$ cat src/tdhb_pkg.sv
// Shared constants, register codes, state and divider result types for the
// two-dimensional histogram binner. No dependencies.
`default_nettype none

package tdhb_pkg;

   localparam int MAX_M_BINS  = 64;
   localparam int MAX_Z_BINS  = 64;
   localparam int COUNT_WIDTH = 32;

   localparam int VALUE_W     = 32;
   localparam int WIDTH_W     = 31;
   localparam int BINS_W      = 7;
   localparam int FIELD_IDX_W = 6;
   localparam int RSP_COUNT_W = 32;

   localparam int M_IDX_W     = $clog2(MAX_M_BINS);
   localparam int Z_IDX_W     = $clog2(MAX_Z_BINS);
   localparam int ADDR_W      = M_IDX_W + Z_IDX_W;
   localparam int DIV_Q_W     = (M_IDX_W > Z_IDX_W) ? M_IDX_W : Z_IDX_W;
   localparam int DIV_STEP_W  = $clog2(DIV_Q_W + 1);
   localparam int CMP_W       = ((DIV_Q_W > BINS_W) ? DIV_Q_W : BINS_W) + 1;

   localparam int CSR_INDEX_W = 3;
   localparam int CSR_DATA_W  = 32;

   typedef enum logic [CSR_INDEX_W-1:0] {
      CSR_M_LOWER = 3'd0,
      CSR_M_WIDTH = 3'd1,
      CSR_Z_LOWER = 3'd2,
      CSR_Z_WIDTH = 3'd3,
      CSR_M_BINS  = 3'd4,
      CSR_Z_BINS  = 3'd5
   } tdhb_csr_type;

   localparam logic [VALUE_W-1:0] M_LOWER_RST = 32'd1179648;
   localparam logic [WIDTH_W-1:0] M_WIDTH_RST = 31'd8025;
   localparam logic [VALUE_W-1:0] Z_LOWER_RST = 32'd0;
   localparam logic [WIDTH_W-1:0] Z_WIDTH_RST = 31'd5350;
   localparam logic [BINS_W-1:0]  M_BINS_RST  = 7'd50;
   localparam logic [BINS_W-1:0]  Z_BINS_RST  = 7'd50;

   localparam logic MODE_ADD  = 1'b0;
   localparam logic MODE_READ = 1'b1;

   typedef enum logic [1:0] {
      ST_CLEAR,
      ST_IDLE,
      ST_DIV,
      ST_UPDATE
   } tdhb_state_type;

   typedef struct packed {
      logic               busy;
      logic               fit;
      logic [DIV_Q_W-1:0] quot;
   } tdhb_div_res_type;

endpackage

`default_nettype wire

$ cat src/tdhb_div.sv
// Bit-serial restoring divider: bin index of (value - lower) / width.
// Range-checks the high quotient bits up front. Depends on tdhb_pkg.
`default_nettype none

module tdhb_div (
   input  wire logic                           clock,
   input  wire logic                           reset,
   input  wire logic                           start,
   input  wire logic [tdhb_pkg::VALUE_W-1:0]   value,
   input  wire logic [tdhb_pkg::VALUE_W-1:0]   lower,
   input  wire logic [tdhb_pkg::WIDTH_W-1:0]   width,
   output tdhb_pkg::tdhb_div_res_type          res
);

   localparam int QW = tdhb_pkg::DIV_Q_W;
   localparam int WW = tdhb_pkg::WIDTH_W;
   localparam int VW = tdhb_pkg::VALUE_W;

   logic                              active_ff, active_in;
   logic [tdhb_pkg::DIV_STEP_W-1:0]   step_ff, step_in;
   logic                              fit_ff, fit_in;
   logic [WW-1:0]                     rem_ff, rem_in;
   logic [QW-1:0]                     lo_ff, lo_in;
   logic [QW-1:0]                     quot_ff, quot_in;

   logic [VW:0]                       diff;
   logic [VW-1:0]                     hi;
   logic [VW-1:0]                     trial;
   logic [VW-1:0]                     divisor;
   logic                              take;

   always_comb begin
      diff    = {value[VW-1], value} - {lower[VW-1], lower};
      hi      = diff[VW-1:0] >> QW;
      divisor = {1'b0, width};
      trial   = {rem_ff, lo_ff[QW-1]};
      take    = (trial >= divisor);

      active_in = active_ff;
      step_in   = step_ff;
      fit_in    = fit_ff;
      rem_in    = rem_ff;
      lo_in     = lo_ff;
      quot_in   = quot_ff;

      if (start) begin
         active_in = 1'b1;
         step_in   = '0;
         // negative offset, zero width, or quotient beyond the index range
         fit_in    = !diff[VW] && (width != '0) && (hi < divisor);
         rem_in    = hi[WW-1:0];
         lo_in     = diff[QW-1:0];
         quot_in   = '0;
      end else if (active_ff) begin
         rem_in  = take ? WW'(trial - divisor) : trial[WW-1:0];
         lo_in   = lo_ff << 1;
         quot_in = QW'({quot_ff, take});
         step_in = step_ff + 1'b1;
         if (step_ff == tdhb_pkg::DIV_STEP_W'(QW - 1)) begin
            active_in = 1'b0;
         end
      end
   end

   always_ff @(posedge clock) begin
      if (reset) begin
         active_ff <= 1'b0;
         step_ff   <= '0;
      end else begin
         active_ff <= active_in;
         step_ff   <= step_in;
      end
   end

   always_ff @(posedge clock) begin
      fit_ff  <= fit_in;
      rem_ff  <= rem_in;
      lo_ff   <= lo_in;
      quot_ff <= quot_in;
   end

   assign res.busy = active_ff;
   assign res.fit  = fit_ff;
   assign res.quot = quot_ff;

endmodule

`default_nettype wire

$ cat config.mk
export PLATFORM = sky130hd
export DESIGN_NAME = tdhb_div
export DESIGN_NICKNAME = d
export VERILOG_FILES = /design/src/tdhb_pkg.sv /design/src/tdhb_div.sv
export SDC_FILE = /design/constraint.sdc
export NUM_CORES = 1
export LEC_CHECK = 0
export ABC_AREA = 0
export BUFFER_PORTS_ARGS = -buffer_cell sky130_fd_sc_hd__buf_4
export CAP_MARGIN = 20
export CORE_ASPECT_RATIO = 0.7
export CORE_MARGIN = 2
export CORE_UTILIZATION = 45
export CTS_BUF_LIST = sky130_fd_sc_hd__clkbuf_16
export DETAILED_ROUTE_END_ITERATION = 12
export PLACE_DENSITY = 0.64
export SETUP_SLACK_MARGIN = 0.1
export SLEW_MARGIN = 20
export SYNTH_ARGS = -nofsm -noshare
export SYNTH_HDL_FRONTEND = slang
export SYNTH_SLANG_ARGS = --single-unit
$ cat constraint.sdc
create_clock -name clock -period 4.8 [get_ports clock]
set_clock_uncertainty 0.2 [all_clocks]
set_input_delay 0.96 -clock clock [delete_from_list [all_inputs] [get_ports clock]]
set_output_delay 0.96 -clock clock [all_outputs]
set_load 0.005 [all_outputs]
# == Word level (Yosys, flattened, before mapping) ==
# Cells that the tools add are included.
# op_classes
add_sub_neg,3
mul,0
div_mod_pow,0
magnitude_cmp,2
eq_ne,1
n_shift,0
n_mux,8
bitwise_logic,0
n_reduce_logical,6
# ops
cell,count
$mux W26,2
$sub A32 B32 Y33,1
$ge A32 B31 Y1,1
$lt A26 B31 Y1,1
$mux W31,1
$reduce_bool A31 Y1,1
$sub A31 B31 Y31,1
$mux W6,2
$add A3 B1 Y3 const B,1
$eq A3 B3 Y1 const B,1
$mux W1,3
$logic_and A1 B1 Y1,2
$reduce_bool A2 Y1,1
$reduce_or A2 Y1,1
$logic_not A1 Y1,1
# totals
reg_bits,48
latchBits,0
ram_bits,0
rom_bits,0
inputBits,98
out_inout_bits,8
n_memories,0

# == Longest topological paths before layout ==
# Gate-level depths: netlist of run 1.
# logic_depth
depth_word,4
mapped_depth,19

# == Worst setup path before layout of run 1 ==
# OpenSTA, ideal clock, no wires.
# synth_path
path_kind,input -> register
startpoint,input port value[0] in the netlist's numbering
endpoint,register fit_ff (data pin)
setup_time_ns,0.255
arrival_ns,3.987
slack_ns,0.358
cell_stages,17
cell_sequence,inv_1 -> ha_1 -> fa_1 -> nand2b_1 -> a21oi_1 -> o211ai_1 -> o211ai_1 -> a211oi_2 -> o21ai_2 -> o311ai_4 -> xnor2_1 -> ha_1 -> nand4_1 -> nor4_1 -> a21boi_0 -> a311oi_1 -> and3_1
# synth_between
elab_chain_cells,4
# synth_lines
element,line_no,source
start: declaration,tdhb_div.sv:9,"input wire logic [tdhb_pkg::VALUE_W-1:0] value,"
$sub A32 B32 Y33 (*),tdhb_div.sv:33,"diff = {value[VW-1], value} - {lower[VW-1], lower};"
"parallel branches: the longest is 2 deep, another holds $lt A26 B31 Y1",--,
$logic_and A1 B1 Y1 (*),tdhb_div.sv:50,fit_in = !diff[VW] && (width != '0) && (hi < divisor);
end signal: assignment,tdhb_div.sv:76,fit_ff <= fit_in;
end: declaration,tdhb_div.sv:21,"logic fit_ff, fit_in;"
# Mark *: on every way between the ends.
# A chain may end at the register's enable or synchronous reset.

# == Worst setup path after layout of run 1 ==
# Ends and elaborated chain as after synthesis.

==> results of run 1 <==
[power breakdown]
group | total, mW | leakage (nW) | switching [mW] | internal [mW]
Clock | 0.341 | 0.0762 | 0.152 | 0.189
Combinational | 1.38 | 3.02 | 0.784 | 0.595
Sequential | 0.576 | 0.452 | 0.0412 | 0.535
[cells by family (layout without fill, tap and decap cells)]
kind of cell | count (synthesis) | in the layout | synth area share
AOI/OAI and AO/OA | 261 | 261 | 0.270
xor gates and xnor gates | 53 | 53 | 0.0729
adders and majority gates | 92 | 92 | 0.183
buffers and inverters | 109 | 222 | 0.0697
DFF | 48 | 48 | 0.203
muxes | 19 | 19 | 0.0314
and+or+nand+nor | 231 | 231 | 0.170
[layer usage]
metal / vias to the layer above / routed length (um) / track usage
met5: - / 0 / 0
met4: 0 / 131 / 0.0264
met3: 8 / 1390 / 0.0278
met2: 235 / 6510 / 0.314
met1: 2790 / 9570 / 0.389
li1: 3194 / - / -
[sequential cells by signal, summed over array words and instances, names as in the netlist]
signal	flops
fit_ff	1
active_ff	1
lo_ff	6
rem_ff	31
step_ff	3
quot_ff	6
[how the worst max path moves through the flow]
| stage | start | to | slack [ns] | depth (start not counted) |
|---|---|---|---|---|
| detailed placement | value[0] | fit_ff$_DFFE_PP_ | -0.12 | 19 |
| global route | value[0] | fit_ff$_DFFE_PP_ | 0.11 | 19 |
| global placement | value[0] | fit_ff$_DFFE_PP_ | -0.02 | 19 |
| floorplan | value[0] | fit_ff$_DFFE_PP_ | 0.36 | 17 |
| CTS | value[0] | fit_ff$_DFFE_PP_ | 0.16 | 19 |
| finish | value[0] | fit_ff$_DFFE_PP_ | 0.41 | 19 |
[synth_stat cells, types with 12 or more instances]
cell and count:
a21o_1 23, clkbuf_1 15, nand4_1 19, o21a_1 12
nand2_1 64, dfxtp_1 15, xor2_1 19, ha_1 90
nand3_1 15, inv_1 78, o21ai_0 41, nor3_1 14
o211ai_1 13, a21oi_1 87, xnor2_1 34, nor2_1 70
edfxtp_1 33
[critical path: stages]
cell      delay, ns
buf_4          0.08
inv_1          0.03
ha_1           0.21
fa_1           0.38
nand2b_1       0.19
a21oi_2        0.19
o211ai_1       0.17
o211ai_1       0.24
buf_4          0.17
a211oi_4       0.06
o21ai_2        0.21
o311ai_4       0.11
xnor2_1        0.17
ha_1           0.31
nand4_1        0.13
nor4_2         0.19
a21boi_2       0.20
a311oi_1       0.05
and3_1         0.20
[cell usage in the layout, fill, tap and decap left out, types with 19 or more instances in the layout]
| cell type | count |
|---|---|
| o21ai_0 | 40 |
| a21o_1 | 23 |
| buf_4 | 135 |
| inv_1 | 80 |
| xnor2_1 | 34 |
| ha_1 | 90 |
| xor2_1 | 19 |
| a21oi_1 | 86 |
| nor2_1 | 70 |
| nand2_1 | 64 |
| edfxtp_1 | 33 |
| nand4_1 | 19 |
[repair_timing]
item,4_1_cts,5_1_grt
endpoints found under the setup margin,0,1
hold endpoints to repair,0,0
gates resized for setup,0,9
setup buffers,0,0
[per-stage QoR]
step	worst slack (ns)	instances	hold WS (ns)	power, mW	utilization
6_report	0.406	1116	0.297	2.30	0.551
4_1_cts	0.165	1116	0.303	2.27	0.549
2_1_floorplan	0.358	813	0.272	1.56	-
5_1_grt	0.107	1116	0.341	2.48	0.551
3_3_place_gp	-0.0190	1108	0.280	1.92	0.539
3_5_place_dp	-0.125	1108	0.288	1.92	0.539
[final cells by class]
class                   count  share of cell area
multi-input cells         656               0.611
repair buffers            135               0.133
inverters                  79              0.0388
clock buffers               5              0.0164
clock inverters             3             0.00164
well taps                 190              0.0311
flip-flops and latches     48               0.169
==> summary.md, run 1 <==
| Metric | Value |
|---|---|
| Setup total negative slack | `0 ns` |
| Run status | `finished, final reports clean` |
| Chip width | `146 um` |
| First-pass detailed-route iteration total | `7` |
| Worst reg2reg endpoint | `rem_ff[21]$_DFFE_PP_` |
| Worst hold start | `quot_ff[5]$_SDFFE_PP0P_` |
| CTS buffer count | `5` |
| Layout Nets | `1115` |
| Worst Path Max Fanout | `3` |
| Wire per inst | `15.8 um` |
| Antenna violations before repair | `0` |
| Max-slew violation count | `0` |
| Layout cell share with drive strength beyond 1 | `0.190` |
| Seq/Total Area, Yosys | `0.203` |
| Sink Count | `48` |
| Seq. cell area | `1290 um2` |
| Hold Path End | `quot_ff[5]$_SDFFE_PP0P_` |
| Mean Syn Cell Area | `7.83 um2` |
| Drt initial violations | `565` |
| Share of the synthesized area in the top cell type | `0.177` |
| Peak supply drop | `145 uV` |
| Req. time, crit path | `4.65 ns` |
| Final setup vio count | `0` |
| Final hold viol count | `0` |
| Worst reg2reg path depth | `12` |
| Core ar. | `13900 um2` |
| Final instance area | `7650 um2` |
| Placement Cell Area | `7470 um2` |
| Ys flop type | `edfxtp_1` |
| Startpoint types | `primary input` |
| Reg2reg start | `lo_ff[5]$_DFFE_PP_` |
| Worst-margin pin slew | `1.01 ns` |
| Buffers added on ports | `105` |
| Root Driver | `clkbuf_16` |
| Gr usage total | `0.231` |
| Initial core utilization | `0.459` |
| Slew margin rel. | `0.323` |
| Layout area overhead | `20.1%` |
| Hold Path Depth | `2` |
| DR vias/cell | `5.58` |
| FF+latch count, synth | `48` |
| Maximum clock rate | `0.228 GHz` |
| Clock transition at path regs | `0.07 ns` |
| Period utilization | `0.915` |
| Cell taking the most area after synthesis | `ha_1` |
| Syn. warnings | `0` |
| Clk_lat worst skew | `0.29 ns` |
| Mapped Area | `6370 um2` |
| Final min period | `4.39 ns` |
| PD cells | `300 nW/um2` |
| Post-synthesis cell type count | `79` |
| Leak pwr | `3.54 nW` |
| Crit path DAT | `4.24 ns` |
| Max Cap Viol | `0` |
| GR Overflow Total | `0` |
| Multi-input gate area | `4670 um2` |
| Maximum clock path buffer count | `2` |
| Via count | `6227` |
| I/O pin total | `106` |
| Filler cells | `1408` |
| Final ANT Viol Nets | `0` |
| RSZ-0062 raised after global routing | `no` |
| Mapped Nets | `1003` |
| Die height | `104 um` |
| Row count | `36` |
| HP Class | `flip-flop to flip-flop` |
| DRC | `0` |
| Largest net degree at the start of global routing | `43` |
| H-tree Lvls | `2` |
| Flop2flop setup slack | `1.30 ns` |
| Synth Instances | `813` |
| Synth top area cells | `ha_1, edfxtp_1, a21oi_1` |
| Hold Buf Count CTS | `0` |
| GP Congestion | `0.855` |
| Ant diodes | `0` |
| WL final | `17600 um` |
| Setup CP Type | `primary input to flip-flop` |
| First-pass GRT wire length | `28900 um` |
| Synth async-reset ratio | `0` |
| Vias in the first global route | `5775` |
| Kind of end point of the critical path | `flip-flop` |
| CTS tree | `yes` |
| Detailed placer's ending HPWL | `14400 um` |
| EDFF count, synth | `33` |
| Die area | `15100 um2` |
Note: power is estimated with default switching activity, not from simulation.
==> run 2, diff against run 1 <==
ABC_AREA = 1   (was 0)
CTS_BUF_LIST = not set   (was sky130_fd_sc_hd__clkbuf_16)
PLACE_DENSITY = 0.63   (was 0.64)
==> summary.md, run 2 <==
| Metric | Value |
|---|---|
| Synth top area cells | `nand2_1, ha_1, edfxtp_1` |
| Post-synthesis cell type count | `46 (-42%)` |
| Ant diodes | `0 (unchanged)` |
| Antenna violations before repair | `0 (unchanged)` |
| Die area | `17000 um2 (+13%)` |
| Setup total negative slack | `0 ns (unchanged)` |
| Most used standard cell by instance count after synthesis | `nand2_1` |
| Chip width | `155 um (+6.1%)` |
| Hold Buf Count CTS | `0 (unchanged)` |
| I/O pin total | `106 (unchanged)` |
| Final ANT Viol Nets | `0 (unchanged)` |
| Post-CTS Setup Inserts | `0 (unchanged)` |
| DRC | `0 (unchanged)` |
| Worst-margin pin slew | `0.648 ns (-0.358 ns)` |
| Mapped Nets | `1315 (+31%)` |
| Row count | `38 (+5.6%)` |
| PD cells | `283 nW/um2 (-5.7%)` |
| Setup CP Type | `primary input to flip-flop` |
| Leak pwr | `4.18 nW (+18%)` |
| RSZ-0062 raised after global routing | `no` |
| GP Congestion | `1.01 (+18%)` |
| Largest regs | `rem_ff x31, lo_ff x6, quot_ff x6` |
| Seq/Total Area, Yosys | `0.179 (-0.0234)` |
| CP peak stage delay | `0.36 ns (-0.02 ns)` |
| H-tree Lvls | `2 (unchanged)` |
| FF+latch count, synth | `48 (unchanged)` |
| Layout cell share with drive strength beyond 1 | `0.135 (-0.0547)` |
| Share of the synthesized area in the top cell type | `0.162 (-0.0152)` |
| Wire per inst | `15.5 um (-1.8%)` |
| Largest net degree at the start of global routing | `44 (+2.3%)` |
| Slowest-stage cell, CP | `fa_1` |
| WL final | `22100 um (+26%)` |
| Root Driver | `clkbuf_16` |
| Most flops, register | `rem_ff` |
| Max-slew violation count | `0 (unchanged)` |
| Core ar. | `15600 um2 (+12%)` |
| Ys flop type | `edfxtp_1` |
| Startpoint types | `primary input` |
| Drt initial violations | `682 (+21%)` |
| Max Cap Viol | `0 (unchanged)` |
| Worst Path Max Fanout | `4 (+1)` |
| Commonest cells post-synth | `nand2_1, inv_1, nor2_1` |
| Layout area overhead | `15.2%` |
| EDFF count, synth | `33 (unchanged)` |
| CTS tree | `yes` |
| Syn. warnings | `0 (unchanged)` |
| PostCTS Resize Cnt | `0 (unchanged)` |
| Layout Nets | `1415 (+27%)` |
| Clk_lat worst skew | `0.30 ns (about the same)` |
| HP Class | `flip-flop to flip-flop` |
| Mapped Area | `7200 um2 (+13%)` |
| Max FFs per register | `31 (unchanged)` |
| Most common cell after layout, fill and taps aside | `nand2_1` |
| Detailed placer's ending HPWL | `18500 um (+28%)` |
| Die height | `110 um (+6.1%)` |
| Slew margin rel. | `0.566 (+0.243)` |
| First-pass GRT wire length | `35200 um (+22%)` |
| Cell taking the most area after synthesis | `nand2_1` |
| Maximum clock rate | `0.256 GHz (+13%)` |
| Final min period | `3.90 ns (-0.493 ns)` |
| Top cell by count, worst path | `nand2_1` |
| Crit path DAT | `3.86 ns (-0.38 ns)` |
| Maximum clock path buffer count | `2 (unchanged)` |
| Peak supply drop | `130 uV (-11%)` |
| Initial core utilization | `0.462 (+0.00259)` |
| Final setup vio count | `0 (unchanged)` |
| Clock transition at path regs | `0.07 ns (about the same)` |
| Gr usage total | `0.263 (+0.0324)` |
| Final hold viol count | `0 (unchanged)` |
| Buffers added on ports | `105 (unchanged)` |
| Synth async-reset ratio | `0 (unchanged)` |
| Req. time, crit path | `4.76 ns (+0.11 ns)` |
| DR vias/cell | `5.37 (-3.8%)` |
| Period utilization | `0.813 (-0.103)` |
| Synth Instances | `1125 (+38%)` |
| Most frequent cells in the layout | `nand2_1, inv_1, buf_4` |
| Mean Syn Cell Area | `6.40 um2 (-18%)` |
| Min Hold Slack | `0.268 ns (-0.0290 ns)` |
| Via count | `7658 (+23%)` |
| Sink Count | `48 (unchanged)` |
| Run status | `finished, final reports clean` |
| CP Cell Sequence | `buf_4, inv_1, ha_1, fa_1, inv_1, nand2_1, nand2_1, nand4_1, nand2_1, nand2_1, nand3_1, nand2_1, nand2_1, nand2_1, and2_1, ha_1, a21oi_1, o21a_1, nand2_1, nand3_1, nand2_1, a21oi_1, nand3_1, a21oi_1` |
| First-pass detailed-route iteration total | `6 (-1)` |
| Vias in the first global route | `6756 (+17%)` |
| GR Overflow Total | `0 (unchanged)` |
| Kind of end point of the critical path | `flip-flop` |
| Filler cells | `1653 (+17%)` |
| CTS buffer count | `5 (unchanged)` |
run 2: cell types whose count changed after synthesis, moves of 11 or more:
cell	change
nand2_2	+14
inv_1	+85
xnor2_1	-11
a21o_1	-20
mux2i_1	-11
nor2b_1	-11
nand2_1	+246
o211ai_1	-11
nor2_1	+25
nand3_2	+11
nand3b_1	+17
nand3_1	+62
run 2: cell families (layout without fill, tap and decap cells):
| kind of cell | count (synthesis) | after routing | synth area share |
|---|---|---|---|
| xor+xnor | 33 | 33 | 0.0401 |
| simple gates | 585 | 585 | 0.365 |
| buf+inv | 181 | 282 | 0.106 |
| compound gates | 186 | 186 | 0.148 |
| flops | 48 | 48 | 0.179 |
| fa+ha+maj | 92 | 92 | 0.162 |
run 2: path summary, 6_finish.rpt:
| kind | start | end | slack, ns | cells after the start |
|---|---|---|---|---|
| setup / recovery | value[0] | fit_ff$_DFFE_PP_ | 0.90 | 24 |
| hold reg to reg | quot_ff[5]$_SDFFE_PP0P_ | quot_ff[5]$_SDFFE_PP0P_ | 0.27 | 2 |
| hold / removal | quot_ff[5]$_SDFFE_PP0P_ | quot_ff[5]$_SDFFE_PP0P_ | 0.27 | 2 |
| setup reg to reg | lo_ff[5]$_DFFE_PP_ | rem_ff[21]$_DFFE_PP_ | 1.60 | 13 |
run 2: worst max-delay path: cells and delay by family:
kind                       cells  cell delay, ns
AOI/OAI and AO/OA              4            0.52
buffers and inverters          3            0.19
adders and majority gates      3            0.85
and+or+nand+nor               14            1.33
run 2: final cells by class:
type | instances | area [um2] | area share
inverter | 165 | 619 | 0.0747
clock inverter | 1 | 8.76 | 0.00106
multi-input combinational | 896 | 5140 | 0.620
tap | 200 | 250 | 0.0302
clock buffer | 7 | 164 | 0.0198
sequential | 48 | 1290 | 0.156
timing repair buffer | 109 | 818 | 0.0986
run 2: through the flow:
step / instance area, um2 / utilization / instances / worst slack [ns] / total power, mW
2_1_floorplan: 7200 / - / 1125 / 1.07 / 1.57
3_3_place_gp: 8120 / 0.521 / 1418 / 0.708 / 1.89
3_5_place_dp: 8120 / 0.521 / 1418 / 0.615 / 1.90
4_1_cts: 8300 / 0.532 / 1426 / 0.943 / 2.33
5_1_grt: 8300 / 0.532 / 1426 / 0.603 / 2.54
6_report: 8300 / 0.532 / 1426 / 0.899 / 2.35
run 2: power by group:
part           internal (mW)  switching [mW]  leakage (nW)  total [mW]
Sequential             0.525          0.0366         0.459       0.562
Clock                  0.241           0.178        0.0852       0.419
Combinational          0.508           0.860          3.64        1.37
run 2: layer usage:
metal	vias to the layer above	global-route usage	wire length [um]
met5	-	0	0
met4	0	0.0426	295
met3	24	0.0374	2140
met2	299	0.374	8350
met1	3422	0.419	11300
li1	3913	-	-
==> run 3, diff against run 2 <==
clock period = 3.8 ns   (was 4.8 ns; I/O delays follow)
==> summary.md, run 3 (same netlist as run 2, synthesis figures left out) <==
| Metric | Value |
|---|---|
| Period utilization | `0.924` |
| Final ANT Viol Nets | `0 (unchanged)` |
| I/O pin total | `106 (unchanged)` |
| Slew margin rel. | `0.586 (+0.0199)` |
| Clock transition at path regs | `0.07 ns (about the same)` |
| Worst-margin pin slew | `0.618 ns (-0.0298 ns)` |
| GP Congestion | `1.00 (-0.51%)` |
| Vias in the first global route | `6902 (+2.2%)` |
| Layout Nets | `1453 (+2.7%)` |
| Final min period | `3.51 ns` |
| Maximum clock path buffer count | `2 (unchanged)` |
| Via count | `7783 (+1.6%)` |
| Final setup margin | `0.289 ns (-0.610 ns)` |
| RSZ-0062 raised after global routing | `no` |
| Req. time, crit path | `3.65 ns (-1.11 ns)` |
| Leak pwr | `4.40 nW (+5.1%)` |
| Root Driver | `clkbuf_16` |
| GR Overflow Total | `0 (unchanged)` |
| Detailed placer's ending HPWL | `19300 um (+4.4%)` |
| Largest net degree at the start of global routing | `42 (-4.5%)` |
| Final Non-Filler Cells | `1464 (+2.7%)` |
| Crit path DAT | `3.36 ns (-0.50 ns)` |
| H-tree Lvls | `2 (unchanged)` |
| P_sw | `1.40 mW (+30%)` |
| Die area | `17000 um2 (unchanged)` |
| Layout area overhead | `20.9%` |
| CTS buffer count | `5 (unchanged)` |
| Gr usage total | `0.269 (+0.00627)` |
| Die height | `110 um (unchanged)` |
| Filler cells | `1614 (-2.4%)` |
| First-pass GRT wire length | `35900 um (+2.2%)` |
| Maximum clock rate | `0.285 GHz` |
| PD cells | `355 nW/um2 (+25%)` |
| Ant diodes | `0 (unchanged)` |
| Pwr Total | `3.09 mW (+32%)` |
| Cells after DPL | `1456 (+2.7%)` |
| Net Sw Frac | `0.453 (-0.00464)` |
| Worst reg2reg path depth | `10 (-3)` |
| Wire per inst | `15.7 um (+1.4%)` |
| Final hold viol count | `0 (unchanged)` |
| Reg power frac | `0.230 (-0.009)` |
| PostCTS Resize Cnt | `0 (unchanged)` |
| Layout cell share with drive strength beyond 1 | `0.177 (+0.0418)` |
| Clock Power Share | `0.172 (-0.006)` |
| Largest regs | `rem_ff x31, lo_ff x6, quot_ff x6` |
| Clk_lat worst skew | `0.30 ns (about the same)` |
| Row count | `38 (unchanged)` |
| CTS tree | `yes` |
| Max Cap Viol | `0 (unchanged)` |
| Max FFs per register | `31 (unchanged)` |
| Drt initial violations | `820 (+20%)` |
| Pre-CTS WS | `-0.174 ns (-0.788 ns)` |
| Hold Buf Count CTS | `0 (unchanged)` |
| Antenna violations before repair | `0 (unchanged)` |
| Core ar. | `15600 um2 (unchanged)` |
| Most common cell after layout, fill and taps aside | `nand2_1` |
| Kind of end point of the critical path | `flip-flop` |
| Sink Count | `48 (unchanged)` |
| Peak supply drop | `174 uV (+34%)` |
| Worst Path Max Fanout | `4 (unchanged)` |
| Most flops, register | `rem_ff` |
| Chip width | `155 um (unchanged)` |
| DR vias/cell | `5.32 (-1.0%)` |
| Int Pwr | `1.69 mW (+33%)` |
| HP Class | `flip-flop to flip-flop` |
| Hold Path Depth | `2 (unchanged)` |
| Max-slew violation count | `0 (unchanged)` |
| DRC | `0 (unchanged)` |
| Startpoint types | `primary input` |
| Final setup vio count | `0 (unchanged)` |
| Most frequent cells in the layout | `nand2_1, inv_1, buf_4` |
| Setup CP Type | `primary input to flip-flop` |
| Run status | `finished, final reports clean` |
| First-pass detailed-route iteration total | `5 (-1)` |
| Post-CTS Setup Inserts | `0 (unchanged)` |
| WL final | `23000 um (+4.1%)` |
| Comb pwr share | `0.598 (+0.016)` |
| Buffers added on ports | `105 (unchanged)` |
| Initial core utilization | `0.462 (unchanged)` |
## run 3: changes by cell type in the layout (fill, tap and decap cells not counted), sizes merged
cell,before,now
buf,109,147
## run 3: worst paths after layout
path | startpoint | endpoint | slack (ns)
worst max-delay path | value[14] | fit_ff$_DFFE_PP_ | 0.29
worst min-delay path | quot_ff[5]$_SDFFE_PP0P_ | quot_ff[5]$_SDFFE_PP0P_ | 0.27
worst min register to register | quot_ff[5]$_SDFFE_PP0P_ | quot_ff[5]$_SDFFE_PP0P_ | 0.27
worst max register to register | rem_ff[16]$_DFFE_PP_ | rem_ff[7]$_DFFE_PP_ | 0.90
## run 3: power by group through the flow
stage	registers, mW	clock network [mW]	logic [mW]
after detailed placement	0.721	0	1.78
after global placement	0.719	0	1.77
final	0.710	0.533	1.85
after floorplan	0.705	0	1.28
after CTS	0.709	0.533	1.79
after global routing	0.719	0.555	2.05
## run 3: critical path, cell delays in order
cell	delay, ns
buf_4	0.11
ha_1	0.37
nand2_1	0.12
nor2_1	0.14
inv_1	0.10
nor3_1	0.14
nand2_1	0.09
nand2_1	0.19
nand3_1	0.18
nand2_1	0.11
nand2_1	0.06
and2_1	0.15
ha_1	0.27
nand2_1	0.06
nor2_1	0.16
nand3_1	0.10
nand2_1	0.09
a21oi_2	0.04
nand3_1	0.09
a21oi_1	0.04
## run 3: layout make-up
type                       instances  area [um2]  share of cell area
tap                              200         250              0.0288
sequential                        48        1290               0.148
timing repair buffer             147        1130               0.130
clock inverter                     1        8.76             0.00101
clock buffer                       7         164              0.0188
inverter                         165         619              0.0712
multi-input combinational        896        5240               0.602
## run 3: per-stage QoR
step	utilization	setup TNS (ns)	cell area (um2)	hold WS (ns)
2_1_floorplan	-	0	7200	0.246
3_3_place_gp	0.541	-0.0316	8430	0.254
3_5_place_dp	0.541	-0.174	8430	0.254
4_1_cts	0.552	0	8610	0.273
5_1_grt	0.558	0	8700	0.293
6_report	0.558	0	8700	0.275
## run 3: metal layers
| layer | global-route usage | vias up | share of wire |
|---|---|---|---|
| met5 | 0 | - | 0 |
| met4 | 0.0400 | 0 | 0.010 |
| met3 | 0.0363 | 17 | 0.092 |
| met2 | 0.386 | 313 | 0.38 |
| met1 | 0.429 | 3464 | 0.52 |
| li1 | - | 3989 | - |
